<file path="src/hw/rtl/lfra_pkg.sv">
`default_nettype none

package lfra_pkg;

    localparam int DEF_CUSTOMERS = 1024;
    localparam int DEF_ROOMS     = 256;

    localparam int CUST_W = 10;
    localparam int ROOM_W = 9;
    localparam int PEAK_W = 9;
    localparam int ERR_W  = 2;

    // free map scan window
    localparam int SCAN_W   = 16;
    localparam int SCAN_LOG = 4;

    typedef enum logic [ERR_W-1:0] {
        ERR_OK       = 2'd0,
        ERR_NO_ROOM  = 2'd1,
        ERR_NOT_HELD = 2'd2
    } t_err;

    typedef enum logic [1:0] {
        ST_CLEAR,
        ST_IDLE,
        ST_EVAL,
        ST_SCAN
    } t_state;

    typedef struct packed {
        logic scan_clr;
        logic scan_next;
        logic set_en;
        logic take_en;
    } t_fm_ctrl;

    typedef struct packed {
        logic hit;
        logic last;
    } t_fm_stat;

endpackage

`default_nettype wire

</file>
<file path="src/hw/rtl/lfra_free_map.sv">
`default_nettype none

module lfra_free_map
    import lfra_pkg::*;
#(
    parameter int ROOMS = DEF_ROOMS,
    localparam int IW = $clog2(ROOMS)
) (
    input  wire logic          i_clk,
    input  wire logic          i_rst_n,
    input  wire t_fm_ctrl      i_ctrl,
    input  wire logic [IW-1:0] i_set_idx,
    output t_fm_stat           o_stat,
    output logic [IW-1:0]      o_idx
);

    localparam int NCH = (ROOMS + SCAN_W - 1) / SCAN_W;
    localparam int CIW = (NCH > 1) ? $clog2(NCH) : 1;
    localparam int MW  = NCH * SCAN_W;

    logic [MW-1:0]       r_map;
    logic [CIW-1:0]      r_chunk;
    logic [SCAN_W-1:0]   chunk_bits;
    logic [SCAN_LOG-1:0] pe;

    assign chunk_bits = r_map[{r_chunk, {SCAN_LOG{1'b0}}} +: SCAN_W];

    // lowest set bit of the current window
    always_comb begin
        pe = '0;
        for (int i = SCAN_W - 1; i >= 0; i--) begin
            if (chunk_bits[i]) begin
                pe = SCAN_LOG'(i);
            end
        end
    end

    assign o_idx       = IW'({r_chunk, pe});
    assign o_stat.hit  = |chunk_bits;
    assign o_stat.last = (r_chunk == CIW'(NCH - 1));

    always_ff @(posedge i_clk) begin
        if (!i_rst_n) begin
            r_map   <= '0;
            r_chunk <= '0;
        end else begin
            if (i_ctrl.set_en) begin
                r_map[i_set_idx] <= 1'b1;
            end
            if (i_ctrl.take_en) begin
                r_map[o_idx] <= 1'b0;
            end
            if (i_ctrl.scan_clr) begin
                r_chunk <= '0;
            end else if (i_ctrl.scan_next) begin
                r_chunk <= r_chunk + 1'b1;
            end
        end
    end

endmodule

`default_nettype wire

</file>
<file path="config.mk">
export PLATFORM = sky130hd
export DESIGN_NAME = lfra_free_map
export DESIGN_NICKNAME = d
export VERILOG_FILES = /design/src/hw/rtl/lfra_pkg.sv /design/src/hw/rtl/lfra_free_map.sv
export SDC_FILE = /design/constraint.sdc
export NUM_CORES = 1
export LEC_CHECK = 0
export BUFFER_PORTS_ARGS = -buffer_cell sky130_fd_sc_hd__buf_4
export CAP_MARGIN = 20
export CORE_MARGIN = 4
export CORE_UTILIZATION = 57
export CTS_CLUSTER_DIAMETER = 100
export CTS_CLUSTER_SIZE = 24
export DETAILED_ROUTE_END_ITERATION = 8
export PLACE_DENSITY = 0.83
export SLEW_MARGIN = 20
export SYNTH_ARGS = -nofsm -noshare
export SYNTH_HDL_FRONTEND = slang
export SYNTH_SLANG_ARGS = --single-unit
export TNS_END_PERCENT = 1
</file>
<file path="constraint.sdc">
create_clock -name i_clk -period 2.9 [get_ports i_clk]
set_input_delay 0.435 -clock i_clk [delete_from_list [all_inputs] [get_ports i_clk]]
set_output_delay 0.435 -clock i_clk [all_outputs]
set_load 0.05 [all_outputs]
</file>
==> flow_summary.json, run 1 <==
{
  "yosys_warnings": 0,
  "final_util_pct": 68.57,
  "violations": "setup timing",
  "p_per_area_nw_per_um2": 419.7,
  "drc": 0,
  "synth_area_leaders": "dfxtp_1, a31oi_1, mux4_2",
  "initialDrtViolationCount": 2455,
  "p_leak_nw": 5.056,
  "synth_fp_nets": 1494,
  "fin_area_sq_um": 14960,
  "r2r_cells": 15,
  "antenna_found_initial": 0,
  "grt_pass1_wl_um": 67230,
  "power_mw": 6.281,
  "setup_slack_ns": -0.8267,
  "finClkSkew_ns": 0.02546,
  "status": "complete, but fails checks",
  "n_antenna_cell": 0,
  "wl_per_cell_um": 24.56,
  "multi_input_area_sq_um": 7171,
  "synth_seq_cells": 260,
  "core_sq_um": 21820,
  "htree_num_levels": 1,
  "finalCritPeriodShare_pct": 128.5,
  "crit_type": "flop to primary output",
  "synth_cells": 1476,
  "num_rows": 54,
  "dp_hpwl_um": 27040,
  "seq_area_frac_synth_pct": 41.11,
  "placed_cells": 1745,
  "placed_area_sq_um": 13660,
  "first_pass_iters": 9,
  "hold_buffers": 0,
  "slew_viol_final": 0,
  "synth_top_area_share_pct": 41.11,
  "viasPerCell": 7.197,
  "clkTransAtPathRegs_ns": 0.10,
  "worst_pin_slew_ns": 0.9111,
  "gp_congestion": 1.027,
  "layout-drive-gt1-share_pct": 22.71,
  "clockBufferDepth": 3,
  "cts_sinks": 260,
  "synth_most_common_cell": "nor2_1",
  "max_clock_freq_ghz": 0.2683,
  "ys.flop_type": "dfxtp_1",
  "synthArstFlopShare_pct": 0,
  "drv_cap": 0,
  "hold_depth": 3,
  "crit_fanout": 5,
  "die_area_sq_um": 24660,
  "vdd.ir_drop.worst_uv": 486.8,
  "cp-start-kind": "flop",
  "regArea_sq_um": 5210,
  "clock_latency_ns": 0.51,
  "postRouteAntennaNets": 0,
  "io_buffers": 23,
  "cts_tree": "built",
  "dp_slack_ns": -0.3173,
  "final_nets": 1532,
  "hp-class": "primary input to flop",
  "ys_top_cells_by_count": "nor2_1, dfxtp_1, a31oi_1, o21ai_0, clkbuf_1",
  "area_delta_synth_final_pct": 18.21,
  "grt_pass1_vias": 12285,
  "initial_core_util_pct": 58.01,
  "ioPinCount": 24,
  "hold_viol": 0,
  "synth_cell_types": 50,
  "synth_edf_count": 0,
  "rsz0062_at_grt": "true",
  "synth_top_cell_by_area": "dfxtp_1",
  "stdcell_count": 1795,
  "clockRootBuffer": "clkbuf_16",
  "synth_area_sq_um": 12660,
  "worstPathRequired_ns": 2.47,
  "period_minus_slack_ns": 3.727,
  "cts_buffers": 14,
  "slew_headroom_pct": 39.09,
  "nFillCells": 1577,
  "die_width_um": 157.0,
  "die_h_um": 157.0,
  "grt_max_degree": 99,
  "setup_viol": 261,
  "syn_area_per_cell_sq_um": 8.577,
  "via_count": 12918,
  "grt_use_total_pct": 33.93,
  "end_kind": "primary output",
  "wl_um": 44090,
  "arrival_ns": 3.29,
  "overflow": 0
}
==> final timing paths <==
path,to,start,slack (ns)
worst max-delay path,o_stat[1],r_chunk[0]$_SDFFE_PP0P_,-0.83
worst min-delay path,r_chunk[1]$_SDFFE_PP0P_,i_ctrl[2],0.26
worst max register to register,r_map[147]$_SDFF_PN0_,r_chunk[0]$_SDFFE_PP0P_,-0.48
worst min register to register,r_map[35]$_SDFF_PN0_,r_map[35]$_SDFF_PN0_,0.55
==> logic make-up (layout without fill, tap and decap cells) <==
group	after synthesis	after routing	synth area share [%]
fa+ha+maj	4	4	0.3954
buf+inv	151	190	5.278
compound gates	551	551	25.35
mux	66	66	11.64
flops	260	260	41.11
simple gates	441	441	16.01
xor+xnor	3	3	0.2076
==> metal layers <==
metal	up-vias	GRT usage, %	share of wire (%)
met3	246	8.798	13
met5	-	0	0
met1	6037	44.63	37
met4	0	19.13	6.7
met2	1110	51.02	44
li1	5525	-	-
==> worst max-delay path, cell delays in order, from the launching register on <==
cell and delay, ns:
dfxtp_4 0.38, buf_6 0.11, buf_6 0.09, buf_12 0.11, buf_8 0.14, buf_8 0.12
mux4_2 0.54, a221oi_2 0.30, buf_4 0.18, nand4bb_1 0.13, buf_4 0.19, nor2_4 0.10
buf_6 0.13, nand3_4 0.10, buf_8 0.16
==> final cells by class <==
cell class / instances / area share [%]
multi-input combinational: 1065 / 47.92
sequential: 260 / 34.82
clock buffer: 16 / 2.533
timing repair buffer: 169 / 12.04
inverter: 4 / 0.1505
tap: 280 / 2.341
clock inverter: 1 / 0.2007
==> flip-flops by register name, indices dropped and copies added (netlist names) <==
register and flops:
r_map 256, r_chunk 4
==> cells in the final DEF (no fill, tap or decap), drive strengths merged, types with 2 or more instances in the layout <==
cell     count
nor2       333
dfxtp      260
o21ai      256
a31oi      256
buf        169
mux4        65
nand2       38
nand3       29
clkbuf      16
a22oi       14
nor2b       10
a22o         9
a221oi       5
nand4        5
nor3         5
nand2b       4
ha           4
inv          4
o211a        3
and4         3
and2         2
nand4bb      2
nor4         2
and3         2
nand3b       2
xor2         2
a21oi        2
==> through the flow <==
step	TNS, ns	hold WS (ns)
global placement	-52.92	0.5245
CTS	-71.14	0.2511
global route	-119.00	0.2705
floorplan	-60.54	0.5110
finish	-99.15	0.2577
detailed placement	-63.65	0.5261
==> report_power, final <==
group | switching [mW] | leakage (nW) | internal (mW)
combinational | 0.298 | 2.76 | 0.177
clock | 1.20 | 0.200 | 1.03
sequential | 0.00702 | 2.09 | 3.58
==> what timing repair did <==
action	in CTS	in global routing
setup buffers	23	8
gates cloned	2	0
setup endpoints to repair	261	261
pin swaps	89	51
gates resized for setup	85	52
(Power assumes the default switching activity.)
==> run 2, diff against run 1 <==
Settings changed: GPL_TIMING_DRIVEN set to 0, RECOVER_POWER set to 100, REMOVE_ABC_BUFFERS set to 1.
==> run 2 against run 1 <==
Net effect:
- critical endpoint is now o_idx[3]
- via count increased by 0.63%
- flip-flop and latch count unchanged
- the flow still finishes with violations (setup timing)
- first-iteration DRC count increased by 4.7%
- clock power increased by 2%
==> flow_summary.json, run 2 (synthesized netlist as in run 1, its figures left out) <==
{
  "crit_family": "buffers and inverters",
  "clockBufferDepth": 3,
  "htree_num_levels": 1,
  "largestRegisters": "r_map: 256 flops, r_chunk: 4 flops",
  "core_sq_um": 21820,
  "violations": "setup timing",
  "final_nets": 1468,
  "via_count": 13000,
  "path_buf_inv": 5,
  "dp_hpwl_um": 23500,
  "num_rows": 54,
  "fin_area_sq_um": 14520,
  "initial_core_util_pct": 58.01,
  "io_buffers": 23,
  "ioPinCount": 24,
  "end_kind": "primary output",
  "p_leak_nw": 4.779,
  "finClkSkew_ns": 0.01912,
  "worst_path_largest_cell_delay_ns": 0.57,
  "cp-start-kind": "flop",
  "finalCritPeriodShare_pct": 132.3,
  "arrival_ns": 3.40,
  "postRouteAntennaNets": 0,
  "regMostFlops": "r_map",
  "die_width_um": 157.0,
  "worst_pin_slew_ns": 0.8911,
  "layout-drive-gt1-share_pct": 19.97,
  "dp_slack_ns": -1.684,
  "met1_usage_pct": 45.03,
  "setup_viol": 261,
  "vdd.ir_drop.worst_uv": 456.9,
  "final_cell_mix": "nor2_1, dfxtp_1, o21ai_0, a31oi_1, mux4_2",
  "regArea_sq_um": 5214,
  "drv_cap": 0,
  "p_per_area_nw_per_um2": 434.7,
  "first_pass_iters": 9,
  "placed_area_sq_um": 12850,
  "largest_reg_flops": 256,
  "hp-class": "primary input to flop",
  "grt_pass1_wl_um": 66630,
  "cts_sinks": 260,
  "gp_congestion": 0.8866,
  "slew_viol_final": 0,
  "crit_type": "flop to primary output",
  "grt_max_degree": 138,
  "initialDrtViolationCount": 2570,
  "cts_tree": "built",
  "cts_buffers": 14,
  "n_antenna_cell": 0,
  "grt_use_met2_pct": 53.00,
  "antenna_found_initial": 0,
  "hold_viol": 0,
  "layout_commonest_cell": "nor2_1",
  "setup_slack_ns": -0.9364,
  "viasPerCell": 7.506,
  "die_h_um": 157.0,
  "slew_headroom_pct": 40.43,
  "area_delta_synth_final_pct": 14.70,
  "wl_um": 46440,
  "grt_busiest_layer": "met2",
  "rsz0062_at_grt": "true",
  "overflow": 0,
  "clockRootBuffer": "clkbuf_16",
  "period_minus_slack_ns": 3.836,
  "grt_pass1_vias": 11544,
  "wl_per_cell_um": 26.81,
  "status": "complete, but fails checks",
  "clkTransAtPathRegs_ns": 0.10,
  "drc": 0,
  "die_area_sq_um": 24660,
  "grt_use_total_pct": 34.23,
  "cp_cell_sequence": "buf_12, buf_16, mux4_2, a22o_4, nor2_4, buf_4, nand4_1, nor2_4, buf_4, nor2_4, buf_6",
  "crit_fanout": 9,
  "hold_buffers": 0,
  "max_clock_freq_ghz": 0.2607,
  "nFillCells": 1569,
  "gr-usage-met3_pct": 8.139,
  "cp_common_cell": "nor2_4",
  "critPathSlowestCell": "mux4_2",
  "worstPathRequired_ns": 2.47,
  "clock_latency_ns": 0.51,
  "multi_input_area_sq_um": 7248
}
[run 2: changes by cell type in the layout (fill, tap and decap cells not counted), moves of 6 or more]
cell / before / now
buf_12: 23 / 13
buf_16: 4 / 11
buf_4: 106 / 61
buf_6: 28 / 10
buf_8: 8 / 2
nor2_2: 7 / 23
nor2_4: 43 / 24
[run 2: metal layers]
layer | vias to the layer above | part of all wire [%]
met5 | - | 0
met2 | 1341 | 44
met3 | 363 | 15
met1 | 5890 | 34
li1 | 5406 | -
met4 | 0 | 7.4
[run 2: worst reg2reg max path, cell delays in order, from the launching register on]
cell and delay (ns):
dfxtp_4 0.49, buf_12 0.18, buf_16 0.17, mux4_2 0.57, a22o_4 0.27, nor2_4 0.19
buf_4 0.18, nand4_1 0.30, buf_4 0.27, o31a_4 0.45, nor2_2 0.33, a31oi_1 0.13
[run 2: metrics by stage]
stage / hold WS, ns / util [%] / total power, mW / cells / setup TNS, ns
final: 0.2479 / 66.53 / 6.311 / 1732 / -152.66
after global routing: 0.2620 / 66.53 / 6.420 / 1732 / -158.09
after CTS: 0.2504 / 64.85 / 6.211 / 1708 / -118.87
after detailed placement: 0.5307 / 58.90 / 4.007 / 1643 / -372.47
after global placement: 0.5356 / 57.41 / 3.986 / 1632 / -3344.95
after floorplan: 0.5093 / - / 3.844 / 1329 / -2124.31
[run 2: worst paths after layout]
path	from	to	slack, ns	cells past startpoint
max	r_chunk[0]$_SDFFE_PP0P_	o_idx[3]	-0.94	11
min	i_ctrl[2]	r_chunk[0]$_SDFFE_PP0P_	0.25	3
max reg2reg	r_chunk[0]$_SDFFE_PP0P_	r_map[50]$_SDFF_PN0_	-0.75	11
min reg2reg	r_map[27]$_SDFF_PN0_	r_map[27]$_SDFF_PN0_	0.55	2
[run 2: power breakdown]
group          leakage [nW]  switching [mW]  internal (mW)  total, mW
Combinational          2.48           0.302          0.155      0.457
Clock                 0.201            1.23           1.03       2.27
Sequential             2.10          0.0105           3.58       3.59
[run 2: cell type report]
cell class	count	share of cell area, %
clock buffers	17	2.637
flip-flops and latches	260	35.91
repair inverters	3	0.1810
multi-input cells	1068	49.92
well taps	280	2.413
repair buffers	99	8.410
inverters	4	0.3274
clock inverters	1	0.2068
[run 2: repair_timing]
action	4_1_cts	5_1_grt
cloned	11	1
buffers inserted	36	24
endpoints found under the setup margin	262	261
pin swaps	57	41
resized for setup	82	38
